===== src/sv/zctb_pkg.sv =====
`timescale 1ns / 1ps
// ----------------------------------------------------------------------------
// zctb_pkg: shared types and constants of the tone-to-byte decoder
// Register map, field widths and reset values used by the front, the back
// and the top level.
// ----------------------------------------------------------------------------
package zctb_pkg;

	localparam int CFG_IDX_W  = 3;
	localparam int CFG_DATA_W = 25;
	localparam int RATE_W     = 18;
	localparam int LEN_CFG_W  = 13;
	localparam int FREQ_W     = 25;
	localparam int BYTE_W     = 8;
	localparam int XING_W     = 12;

	// Chunks shorter than this are cut but never produce a byte.
	localparam int MIN_CHUNK  = 10;

	// Shift-subtract divider operands: the mapping numerator is
	// diff*510+span (34 bits) and its divisor 2*span (26 bits).
	localparam int MAP_NUM_W  = 34;
	localparam int DIV_DVS_W  = 26;

	// Job queue between front and back.
	localparam int JOB_DEPTH  = 2;

	typedef enum logic [CFG_IDX_W-1:0] {
		REG_SAMPLE_RATE = 3'd0,
		REG_CHUNK_LEN   = 3'd1,
		REG_BASE_FREQ   = 3'd2,
		REG_SPAN_FREQ   = 3'd3,
		REG_MIN_ACCEPT  = 3'd4,
		REG_MAX_ACCEPT  = 3'd5
	} cfg_index_t;

	typedef struct packed {
		logic [RATE_W-1:0]    sample_rate_hz;
		logic [LEN_CFG_W-1:0] chunk_length;
		logic [FREQ_W-1:0]    base_freq_q8;
		logic [FREQ_W-1:0]    span_freq_q8;
		logic [FREQ_W-1:0]    min_accept_q8;
		logic [FREQ_W-1:0]    max_accept_q8;
	} cfg_regs_t;

	localparam logic [RATE_W-1:0]    RST_SAMPLE_RATE = 18'd44100;
	localparam logic [LEN_CFG_W-1:0] RST_CHUNK_LEN   = 13'd2205;
	localparam logic [FREQ_W-1:0]    RST_BASE_FREQ   = 25'd56320;
	localparam logic [FREQ_W-1:0]    RST_SPAN_FREQ   = 25'd512000;
	localparam logic [FREQ_W-1:0]    RST_MIN_ACCEPT  = 25'd51200;
	localparam logic [FREQ_W-1:0]    RST_MAX_ACCEPT  = 25'd768000;

endpackage


===== src/sv/zctb_front.sv =====
`timescale 1ns / 1ps
// ----------------------------------------------------------------------------
// zctb_front: sample intake and crossing counter
// Counts sign changes inside each chunk and, at the end of a chunk that can
// produce a byte, hands the crossing count and chunk length to the back.
// ----------------------------------------------------------------------------
module zctb_front #(
	parameter int MAX_CHUNK   = 4096,
	parameter int SAMPLE_BITS = 16,
	localparam int CNT_W = $clog2(MAX_CHUNK),
	localparam int LEN_W = $clog2(MAX_CHUNK + 1),
	localparam int JOB_W = CNT_W + LEN_W
) (
	input  logic                                clk,
	input  logic                                arst_n,
	input  logic                                push,
	output logic                                full,
	input  logic signed [SAMPLE_BITS-1:0]       sample,
	input  logic [zctb_pkg::LEN_CFG_W-1:0]      chunk_length,
	output logic                                job_push,
	input  logic                                job_full,
	output logic [JOB_W-1:0]                    job_data
);

	localparam int CMP_W = (LEN_W > zctb_pkg::LEN_CFG_W) ? LEN_W : zctb_pkg::LEN_CFG_W;

	logic             prev_neg_q;
	logic [CNT_W-1:0] cnt_q;
	logic [CNT_W-1:0] pos_q;

	logic [CMP_W-1:0] len_ext;
	logic [LEN_W-1:0] eff_len;
	logic [LEN_W-1:0] pos_inc;
	logic [CNT_W-1:0] cnt_next;
	logic             neg;
	logic             crossing;
	logic             chunk_end;
	logic             accept;

	always_comb begin
		len_ext = CMP_W'(chunk_length);
		if (len_ext > CMP_W'(MAX_CHUNK)) begin
			eff_len = LEN_W'(MAX_CHUNK);
		end else if (len_ext == '0) begin
			eff_len = LEN_W'(1);
		end else begin
			eff_len = LEN_W'(len_ext);
		end
	end

	assign neg       = sample[SAMPLE_BITS-1];
	assign crossing  = (pos_q != '0) && (neg != prev_neg_q);
	assign cnt_next  = cnt_q + CNT_W'(crossing);
	assign pos_inc   = LEN_W'(pos_q) + LEN_W'(1);
	assign chunk_end = pos_inc >= eff_len;

	// Only the beat that closes a chunk needs room in the job queue.
	assign full      = chunk_end && job_full;
	assign accept    = push && !full;

	assign job_push  = accept && chunk_end && (eff_len >= LEN_W'(zctb_pkg::MIN_CHUNK))
		&& (cnt_next != '0);
	assign job_data  = {cnt_next, eff_len};

	always_ff @(posedge clk or negedge arst_n) begin
		if (!arst_n) begin
			prev_neg_q <= 1'b0;
			cnt_q      <= '0;
			pos_q      <= '0;
		end else if (accept) begin
			prev_neg_q <= neg;
			if (chunk_end) begin
				cnt_q <= '0;
				pos_q <= '0;
			end else begin
				cnt_q <= cnt_next;
				pos_q <= CNT_W'(pos_inc);
			end
		end
	end

`ifndef ASSERT_OFF
	// Each sample adds at most one crossing, and the first sample of a chunk adds none.
	a_cnt_below_pos: assert property (@(posedge clk) disable iff (!arst_n)
		(cnt_q == '0) || (cnt_q < pos_q))
		else $error("crossing count ran ahead of chunk position");

	a_job_ends_chunk: assert property (@(posedge clk) disable iff (!arst_n)
		job_push |=> (pos_q == '0) && (cnt_q == '0))
		else $error("job issued without closing the chunk");

	a_job_has_room: assert property (@(posedge clk) disable iff (!arst_n)
		job_push |-> !job_full)
		else $error("job pushed into a full queue");
`endif

endmodule


===== src/sv/zctb_job_fifo.sv =====
`timescale 1ns / 1ps
// ----------------------------------------------------------------------------
// zctb_job_fifo: short job queue between front and back
// Holds finished chunks (crossing count and length) until the back takes them.
// ----------------------------------------------------------------------------
module zctb_job_fifo #(
	parameter int W = 25
) (
	input  logic         clk,
	input  logic         arst_n,
	input  logic         wr_en,
	input  logic [W-1:0] wr_data,
	output logic         full,
	input  logic         rd_en,
	output logic [W-1:0] rd_data,
	output logic         valid
);

	localparam int PTR_W = $clog2(zctb_pkg::JOB_DEPTH);
	localparam int CNT_W = $clog2(zctb_pkg::JOB_DEPTH + 1);

	logic [W-1:0]     mem_q [zctb_pkg::JOB_DEPTH];
	logic [PTR_W-1:0] wr_ptr_q;
	logic [PTR_W-1:0] rd_ptr_q;
	logic [CNT_W-1:0] count_q;
	logic             do_wr;
	logic             do_rd;

	assign full    = count_q == CNT_W'(zctb_pkg::JOB_DEPTH);
	assign valid   = count_q != '0;
	assign rd_data = mem_q[rd_ptr_q];
	assign do_wr   = wr_en && !full;
	assign do_rd   = rd_en && valid;

	always_ff @(posedge clk) begin
		if (do_wr) begin
			mem_q[wr_ptr_q] <= wr_data;
		end
	end

	always_ff @(posedge clk or negedge arst_n) begin
		if (!arst_n) begin
			wr_ptr_q <= '0;
			rd_ptr_q <= '0;
			count_q  <= '0;
		end else begin
			if (do_wr) begin
				wr_ptr_q <= wr_ptr_q + PTR_W'(1);
			end
			if (do_rd) begin
				rd_ptr_q <= rd_ptr_q + PTR_W'(1);
			end
			if (do_wr && !do_rd) begin
				count_q <= count_q + CNT_W'(1);
			end else if (do_rd && !do_wr) begin
				count_q <= count_q - CNT_W'(1);
			end
		end
	end

endmodule


===== src/sv/zctb_back.sv =====
`timescale 1ns / 1ps
// ----------------------------------------------------------------------------
// zctb_back: frequency estimate and byte mapping
// Takes one chunk at a time, divides crossings*rate*128 by the chunk length,
// checks the acceptance window, maps the frequency onto a byte (0 below base,
// 255 above base plus span, else by a second pass through the same divider)
// and presents the result in an output register.
module zctb_back #(
	parameter int MAX_CHUNK = 4096,
	localparam int CNT_W = $clog2(MAX_CHUNK),
	localparam int LEN_W = $clog2(MAX_CHUNK + 1),
	localparam int JOB_W = CNT_W + LEN_W
) (
	input  logic                              clk,
	input  logic                              arst_n,
	input  logic                              job_valid,
	output logic                              job_pop,
	input  logic [JOB_W-1:0]                  job_data,
	input  zctb_pkg::cfg_regs_t               cfg,
	output logic                              empty,
	input  logic                              pop,
	output logic [zctb_pkg::BYTE_W-1:0]       byte_value,
	output logic [zctb_pkg::FREQ_W-1:0]       tone_freq_q8,
	output logic [zctb_pkg::XING_W-1:0]       crossing_total
);

	localparam int PROD_W = CNT_W + zctb_pkg::RATE_W;
	localparam int NUM1_W = PROD_W + 7;
	localparam int DVD_W  = (NUM1_W > zctb_pkg::MAP_NUM_W) ? NUM1_W : zctb_pkg::MAP_NUM_W;
	localparam int DVS_W  = zctb_pkg::DIV_DVS_W;
	localparam int IT_W   = $clog2(DVD_W);
	localparam int FW     = zctb_pkg::FREQ_W;
	localparam int BW     = zctb_pkg::BYTE_W;

	typedef enum logic [2:0] {
		S_IDLE,
		S_DIV1,
		S_CHECK,
		S_PREP,
		S_DIV2,
		S_OUT
	} state_t;

	state_t           state_q;
	logic [DVD_W-1:0] dvd_q;
	logic [DVS_W-1:0] dvs_q;
	logic [DVS_W-1:0] rem_q;
	logic [IT_W-1:0]  it_q;
	logic [CNT_W-1:0] cross_q;
	logic [FW-1:0]    f_q;
	logic [FW-1:0]    diff_q;
	logic [BW-1:0]    byte_q;
	logic             out_valid_q;
	logic [BW-1:0]    out_byte_q;
	logic [FW-1:0]    out_freq_q;
	logic [CNT_W-1:0] out_cross_q;

	logic [CNT_W-1:0]             job_cross;
	logic [LEN_W-1:0]             job_len;
	logic [PROD_W-1:0]            prod;
	logic [DVS_W:0]               trial;
	logic                         ge;
	logic [DVS_W-1:0]             rem_next;
	logic [DVD_W-1:0]             dvd_next;
	logic                         last_it;
	logic                         emit;
	logic [DVS_W-1:0]             upper;
	logic [zctb_pkg::MAP_NUM_W-1:0] map_num;
	logic                         out_load;

	assign job_cross = job_data[JOB_W-1:LEN_W];
	assign job_len   = job_data[LEN_W-1:0];
	assign prod      = PROD_W'(job_cross) * PROD_W'(cfg.sample_rate_hz);
	assign job_pop   = (state_q == S_IDLE) && job_valid;

	// One restoring step: one quotient bit per cycle, shifted into the dividend.
	assign trial    = {rem_q, dvd_q[DVD_W-1]};
	assign ge       = trial >= {1'b0, dvs_q};
	assign rem_next = ge ? DVS_W'(trial - {1'b0, dvs_q}) : DVS_W'(trial);
	assign dvd_next = {dvd_q[DVD_W-2:0], ge};
	assign last_it  = it_q == IT_W'(DVD_W - 1);

	assign emit  = (dvd_q != '0) && (dvd_q >= DVD_W'(cfg.min_accept_q8))
		&& (dvd_q <= DVD_W'(cfg.max_accept_q8));
	assign upper = DVS_W'(cfg.base_freq_q8) + DVS_W'(cfg.span_freq_q8);

	// diff*510 + span, with 510 taken as 512 - 2.
	assign map_num = {diff_q, 9'd0} - zctb_pkg::MAP_NUM_W'({diff_q, 1'b0})
		+ zctb_pkg::MAP_NUM_W'(cfg.span_freq_q8);

	assign out_load = (state_q == S_OUT) && (!out_valid_q || pop);

	always_ff @(posedge clk or negedge arst_n) begin
		if (!arst_n) begin
			state_q     <= S_IDLE;
			it_q        <= '0;
			out_valid_q <= 1'b0;
		end else begin
			if (out_load) begin
				out_valid_q <= 1'b1;
			end else if (pop && out_valid_q) begin
				out_valid_q <= 1'b0;
			end
			unique case (state_q)
				S_IDLE: begin
					if (job_valid) begin
						dvd_q   <= DVD_W'({prod, 7'd0});
						dvs_q   <= DVS_W'(job_len);
						rem_q   <= '0;
						it_q    <= '0;
						cross_q <= job_cross;
						state_q <= S_DIV1;
					end
				end
				S_DIV1, S_DIV2: begin
					dvd_q <= dvd_next;
					rem_q <= rem_next;
					it_q  <= it_q + IT_W'(1);
					if (last_it) begin
						if (state_q == S_DIV2) begin
							byte_q  <= dvd_next[BW-1:0];
							state_q <= S_OUT;
						end else begin
							state_q <= S_CHECK;
						end
					end
				end
				S_CHECK: begin
					f_q    <= dvd_q[FW-1:0];
					diff_q <= dvd_q[FW-1:0] - cfg.base_freq_q8;
					if (!emit) begin
						state_q <= S_IDLE;
					end else if (dvd_q < DVD_W'(cfg.base_freq_q8)) begin
						byte_q  <= '0;
						state_q <= S_OUT;
					end else if (dvd_q > DVD_W'(upper)) begin
						byte_q  <= '1;
						state_q <= S_OUT;
					end else if (cfg.span_freq_q8 == '0) begin
						byte_q  <= '0;
						state_q <= S_OUT;
					end else begin
						state_q <= S_PREP;
					end
				end
				S_PREP: begin
					dvd_q   <= DVD_W'(map_num);
					dvs_q   <= DVS_W'({cfg.span_freq_q8, 1'b0});
					rem_q   <= '0;
					it_q    <= '0;
					state_q <= S_DIV2;
				end
				S_OUT: begin
					if (out_load) begin
						out_byte_q  <= byte_q;
						out_freq_q  <= f_q;
						out_cross_q <= cross_q;
						state_q     <= S_IDLE;
					end
				end
				default: begin
					state_q <= S_IDLE;
				end
			endcase
		end
	end

	assign empty          = !out_valid_q;
	assign byte_value     = out_byte_q;
	assign tone_freq_q8   = out_freq_q;
	assign crossing_total = zctb_pkg::XING_W'(out_cross_q);

`ifndef ASSERT_OFF
	a_no_zero_divisor: assert property (@(posedge clk) disable iff (!arst_n)
		((state_q == S_DIV1) || (state_q == S_DIV2)) |-> (dvs_q != '0))
		else $error("divider running with a zero divisor");

	a_map_fits_byte: assert property (@(posedge clk) disable iff (!arst_n)
		((state_q == S_DIV2) && last_it) |-> (dvd_next[DVD_W-1:BW] == '0))
		else $error("byte mapping quotient exceeds eight bits");

	a_out_in_window: assert property (@(posedge clk) disable iff (!arst_n)
		out_load |=> (tone_freq_q8 != '0) && (tone_freq_q8 >= cfg.min_accept_q8)
			&& (tone_freq_q8 <= cfg.max_accept_q8))
		else $error("result outside the acceptance window");
`endif

endmodule


===== src/sv/zero_crossing_tone_to_byte.sv =====
`timescale 1ns / 1ps
// ----------------------------------------------------------------------------
// zero_crossing_tone_to_byte: zero-crossing tone decoder
// Cuts a sample stream into chunks, estimates each chunk's tone frequency
// from its sign changes and turns accepted frequencies into bytes.
// ----------------------------------------------------------------------------
// Samples are taken one per clock while full is low. A byte beat appears for
// each chunk of at least MIN_CHUNK samples whose estimated frequency is
// nonzero and inside the acceptance window; other chunks produce nothing.
// The back end takes one chunk at a time: one pass of a one-bit-per-cycle
// shift-subtract divider gives the frequency and, after a window check, a
// second pass maps frequencies between base and base plus span onto a byte.
// A two-entry job queue sits between the sample counter and the back end, so
// input runs at one sample per cycle while the queue has room; full rises on
// the sample that closes a chunk while two jobs wait. The configuration port
// is always ready; registers should be written only while no results are
// outstanding. Index values past the last register are ignored.
// ----------------------------------------------------------------------------
module zero_crossing_tone_to_byte #(
	parameter int MAX_CHUNK   = 4096,
	parameter int SAMPLE_BITS = 16
) (
	input  logic                                 clk,
	input  logic                                 arst_n,
	input  logic                                 push,
	output logic                                 full,
	input  logic signed [SAMPLE_BITS-1:0]        sample,
	output logic                                 empty,
	input  logic                                 pop,
	output logic [zctb_pkg::BYTE_W-1:0]          byte_value,
	output logic [zctb_pkg::FREQ_W-1:0]          tone_freq_q8,
	output logic [zctb_pkg::XING_W-1:0]          crossing_total,
	input  logic                                 cfg_valid,
	output logic                                 cfg_ready,
	input  logic [zctb_pkg::CFG_IDX_W-1:0]       cfg_index,
	input  logic [zctb_pkg::CFG_DATA_W-1:0]      cfg_data
);

	localparam int CNT_W = $clog2(MAX_CHUNK);
	localparam int LEN_W = $clog2(MAX_CHUNK + 1);
	localparam int JOB_W = CNT_W + LEN_W;

	zctb_pkg::cfg_regs_t cfg_q;

	logic             job_push;
	logic             job_full;
	logic [JOB_W-1:0] job_wdata;
	logic             job_valid;
	logic             job_pop;
	logic [JOB_W-1:0] job_rdata;

	assign cfg_ready = 1'b1;

	always_ff @(posedge clk or negedge arst_n) begin
		if (!arst_n) begin
			cfg_q.sample_rate_hz <= zctb_pkg::RST_SAMPLE_RATE;
			cfg_q.chunk_length   <= zctb_pkg::RST_CHUNK_LEN;
			cfg_q.base_freq_q8   <= zctb_pkg::RST_BASE_FREQ;
			cfg_q.span_freq_q8   <= zctb_pkg::RST_SPAN_FREQ;
			cfg_q.min_accept_q8  <= zctb_pkg::RST_MIN_ACCEPT;
			cfg_q.max_accept_q8  <= zctb_pkg::RST_MAX_ACCEPT;
		end else if (cfg_valid && cfg_ready) begin
			unique case (zctb_pkg::cfg_index_t'(cfg_index))
				zctb_pkg::REG_SAMPLE_RATE:
					cfg_q.sample_rate_hz <= cfg_data[zctb_pkg::RATE_W-1:0];
				zctb_pkg::REG_CHUNK_LEN:
					cfg_q.chunk_length <= cfg_data[zctb_pkg::LEN_CFG_W-1:0];
				zctb_pkg::REG_BASE_FREQ:
					cfg_q.base_freq_q8 <= cfg_data[zctb_pkg::FREQ_W-1:0];
				zctb_pkg::REG_SPAN_FREQ:
					cfg_q.span_freq_q8 <= cfg_data[zctb_pkg::FREQ_W-1:0];
				zctb_pkg::REG_MIN_ACCEPT:
					cfg_q.min_accept_q8 <= cfg_data[zctb_pkg::FREQ_W-1:0];
				zctb_pkg::REG_MAX_ACCEPT:
					cfg_q.max_accept_q8 <= cfg_data[zctb_pkg::FREQ_W-1:0];
				default: begin
				end
			endcase
		end
	end

	zctb_front #(
		.MAX_CHUNK   (MAX_CHUNK),
		.SAMPLE_BITS (SAMPLE_BITS)
	) u_front (
		.clk          (clk),
		.arst_n       (arst_n),
		.push         (push),
		.full         (full),
		.sample       (sample),
		.chunk_length (cfg_q.chunk_length),
		.job_push     (job_push),
		.job_full     (job_full),
		.job_data     (job_wdata)
	);

	zctb_job_fifo #(
		.W (JOB_W)
	) u_job_fifo (
		.clk     (clk),
		.arst_n  (arst_n),
		.wr_en   (job_push),
		.wr_data (job_wdata),
		.full    (job_full),
		.rd_en   (job_pop),
		.rd_data (job_rdata),
		.valid   (job_valid)
	);

	zctb_back #(
		.MAX_CHUNK (MAX_CHUNK)
	) u_back (
		.clk            (clk),
		.arst_n         (arst_n),
		.job_valid      (job_valid),
		.job_pop        (job_pop),
		.job_data       (job_rdata),
		.cfg            (cfg_q),
		.empty          (empty),
		.pop            (pop),
		.byte_value     (byte_value),
		.tone_freq_q8   (tone_freq_q8),
		.crossing_total (crossing_total)
	);

endmodule

===== config.mk =====
export PLATFORM = sky130hd
export DESIGN_NAME = zero_crossing_tone_to_byte
export DESIGN_NICKNAME = d
export VERILOG_FILES = /design/src/sv/zctb_pkg.sv /design/src/sv/zctb_front.sv /design/src/sv/zctb_job_fifo.sv /design/src/sv/zctb_back.sv /design/src/sv/zero_crossing_tone_to_byte.sv
export SDC_FILE = /design/constraint.sdc
export NUM_CORES = 1
export LEC_CHECK = 0
export BUFFER_PORTS_ARGS = -buffer_cell sky130_fd_sc_hd__buf_2
export CORE_ASPECT_RATIO = 0.9
export CORE_MARGIN = 4
export CORE_UTILIZATION = 42
export DETAILED_ROUTE_END_ITERATION = 6
export HOLD_SLACK_MARGIN = 0.08
export PLACE_DENSITY = 0.71
export SLEW_MARGIN = 15
export SYNTH_ARGS = -nofsm -noshare
export SYNTH_HDL_FRONTEND = slang
export SYNTH_HIERARCHICAL = 1
export SYNTH_SLANG_ARGS = --single-unit

===== constraint.sdc =====
create_clock -name clk -period 6.7 [get_ports clk]
set_input_delay 1.005 -clock clk [delete_from_list [all_inputs] [get_ports clk]]
set_output_delay 1.005 -clock clk [all_outputs]
set_load 0.02 [all_outputs]

==> results.cfg <==
[drt]
antenna_left = 0
first_iter_violations = 2111
vias = 22700
drt-total-wl_mm = 83.1
dr.pass1.iters = 7
drc = 11
wire_per_inst_um = 20.3
vias_per_cell = 5.55

[cells_and_area]
final_nets = 3584
diodes = 0
area_growth_pct = 10.2
drive_gt1_share_pct = 14.0

[global_route]
antenna_found_initial = 0
busiest_layer = met2
grt_use_met1_pct = 29.4
grt_start_max_net_pins = 73
grt.overflow.total = 0
use_met2_pct = 32.9
grtUsageMet3_pct = 3.15
first_global_vias = 22600
grt_pass1_wl_mm = 129
grt_usage_pct = 20.6

[timing]
relSlewSlack_pct = 22.5
worstMarginPinSlew_ns = 1.16
min_period_over_period_pct = 95.7
hold_viol = 0
fin_worst_skew_ns = 0.0220
fin_crit_ns = 6.42
fmax_mhz = 156
fin_setup_tns_ns = 0
finalSetupViolCount = 0
rsz0062_at_grt = no
slew_violations = 0

[floorplan]
rows = 95
dieHeight_um = 269
die_area_um2 = 80000
placeableCoreArea_um2 = 74800
start_util_pct = 42.4
fp.dieW_um = 298
io_pins = 97

[yosys]
synth-seq-cells = 424
yosys.area.top_type = edfxtp_1
syn_area_per_cell_um2 = 10.5
syn-num-nets = 3517
synth_cell_type_count = 93
synth_common_cells = inv_1 (407), ha_1 (280), nand2_1 (278), edfxtp_1 (254), fa_1 (180)
synth_top_area_share_pct = 24.1
synth_cells = 3008
ys_top_cells_by_area = edfxtp_1 (24%), fa_1 (11%), ha_1 (11%), dfrtp_1 (11%), mux2_2 (5.0%)
synth_edf_count = 254
synth.most_common_cell = inv_1
netlist_area_um2 = 31700
ys.flop_type = edfxtp_1
ys_seq_area_share_pct = 37.6
synth_warnings = 6
async_reset_ff_share_pct = 40.1

[placement]
place_congestion = 0.941
dp_hpwl_mm = 62.5
port_buffers = 80

[cts]
cts_max_path_buffers = 3
cts_root_buffer = clkbuf_16
cts_max_level = 2
cts_tree = done
cts_buffers = 48
path_clk_slew_ns = 0.06
clk_latency_ns = 0.59
cts_sinks = 424
post_cts_buffers = 0

[worst_hold_path]
holdPathStages = 0
min_to = u_back/tone_freq_q8[6]
hp-start = u_back/f_q[6]
hold_path.class = flip-flop to flip-flop

[critical_path]
crit_path_max_fanout = 19
worst_ep_arrival_time_ns = 6.75
reg2reg_to = u_back/dvd_q[36]
reg2reg_from = u_job_fifo/rd_ptr_q
setup.reg_to_reg.worst_slack_ns = 0.28
r2r_cells = 19
cp.required_ns = 7.04
worstSetupPathType = flip-flop to flip-flop
cp-start-kind = flip-flop
worstSetupEndpointType = flip-flop

[outcome]
status = finished with violations
violations = DRC

[run]
cap_violations = 0
per-stage QoR:
stage,instance area [um2],hold slack [ns],setup WS (ns),cells,util [%]
after global placement,33100,0.403,0.0893,3995,44.3
after global routing,34900,0.423,0.0120,4085,46.7
after CTS,34900,0.413,0.126,4085,46.7
after floorplan,31700,0.400,0.408,3008,-
after detailed placement,33100,0.405,0.0353,3995,44.3
final,34900,0.411,0.285,4085,46.7
layout make-up:
class                   count  area, um2
fillers                  6811      39800
multi-input cells        2082      17800
flip-flops and latches    424      11900
inverters                 407       1530
clock buffers              54       1240
well taps                 970       1210
repair buffers            112        649
clock inverters            36        533
what timing repair did:
action	CTS	global route
hold buffers	0	0
endpoints found under the setup margin	1	3
resized for setup	1	3
worst max-delay path by stage:
stage | from | cells after the start | end
2_1_floorplan | u_job_fifo/rd_ptr_q | 22 | u_back/dvd_q[36]
3_3_place_gp | u_job_fifo/rd_ptr_q | 19 | u_back/dvd_q[36]
3_5_place_dp | u_job_fifo/rd_ptr_q | 19 | u_back/dvd_q[36]
4_1_cts | u_job_fifo/rd_ptr_q | 19 | u_back/dvd_q[36]
5_1_grt | u_job_fifo/rd_ptr_q | 19 | u_back/dvd_q[36]
6_report | u_job_fifo/rd_ptr_q | 19 | u_back/dvd_q[36]
cell families after synthesis:
group           share of synthesized area (%)
flops                                    37.6
buf+inv                                  6.33
compound gates                           11.7
xor+xnor                                 3.51
other cells                            0.0118
mux                                      6.45
fa+ha+maj                                22.4
simple gates                             12.0
cells in the final DEF, fill, tap and decap left out, types with 49 or more instances in the layout:
master	instances
xnor2_1	69
buf_2	79
o21ai_0	110
a21oi_1	132
a21o_1	83
xor2_1	58
dfrtp_1	136
nor2_1	131
nand2_1	278
fa_1	180
inv_1	407
edfxtp_1	254
mux2_2	142
clkbuf_16	49
and2_1	86
ha_1	280
per-layer routing:
layer	vias to the layer above	routed length [um]	share of wire [%]
met3	128	6390	7.7
met5	-	0	0
met1	11200	37300	45
met2	819	37100	45
met4	0	2330	2.8
li1	10600	-	-
sequential cells by signal, summed over array words and instances, names as in the netlist, 8 cells and up:
signal / count
u_back/cross_q: 12
u_back/crossing_total: 12
u_back/byte_q: 8
u_back/rem_q: 26
u_back/diff_q: 25
u_back/byte_value: 8
u_front/pos_q: 12
cfg_q: 131
u_back/dvd_q: 37
u_job_fifo/mem_q: 50
u_front/cnt_q: 12
u_back/f_q: 25
u_back/tone_freq_q8: 25
u_back/dvs_q: 26
worst max-delay path, cell delays in order (launching register included):
cell and delay (ns):
dfrtp_2 0.53, mux2_4 0.45, and2_1 0.20, fa_1 0.53
inv_1 0.06, fa_1 0.47, fa_1 0.53, fa_1 0.56
inv_1 0.06, fa_1 0.48, ha_1 0.37, and3_1 0.20
o21ai_0 0.14, a211oi_1 0.46, a211oi_2 0.15, o31ai_1 0.38
a21oi_1 0.12, o21bai_1 0.18, xnor2_1 0.09, a22o_1 0.20
Power is not shown: default switching activity piles up to over one toggle a cycle in this logic, so the estimate is an artifact.
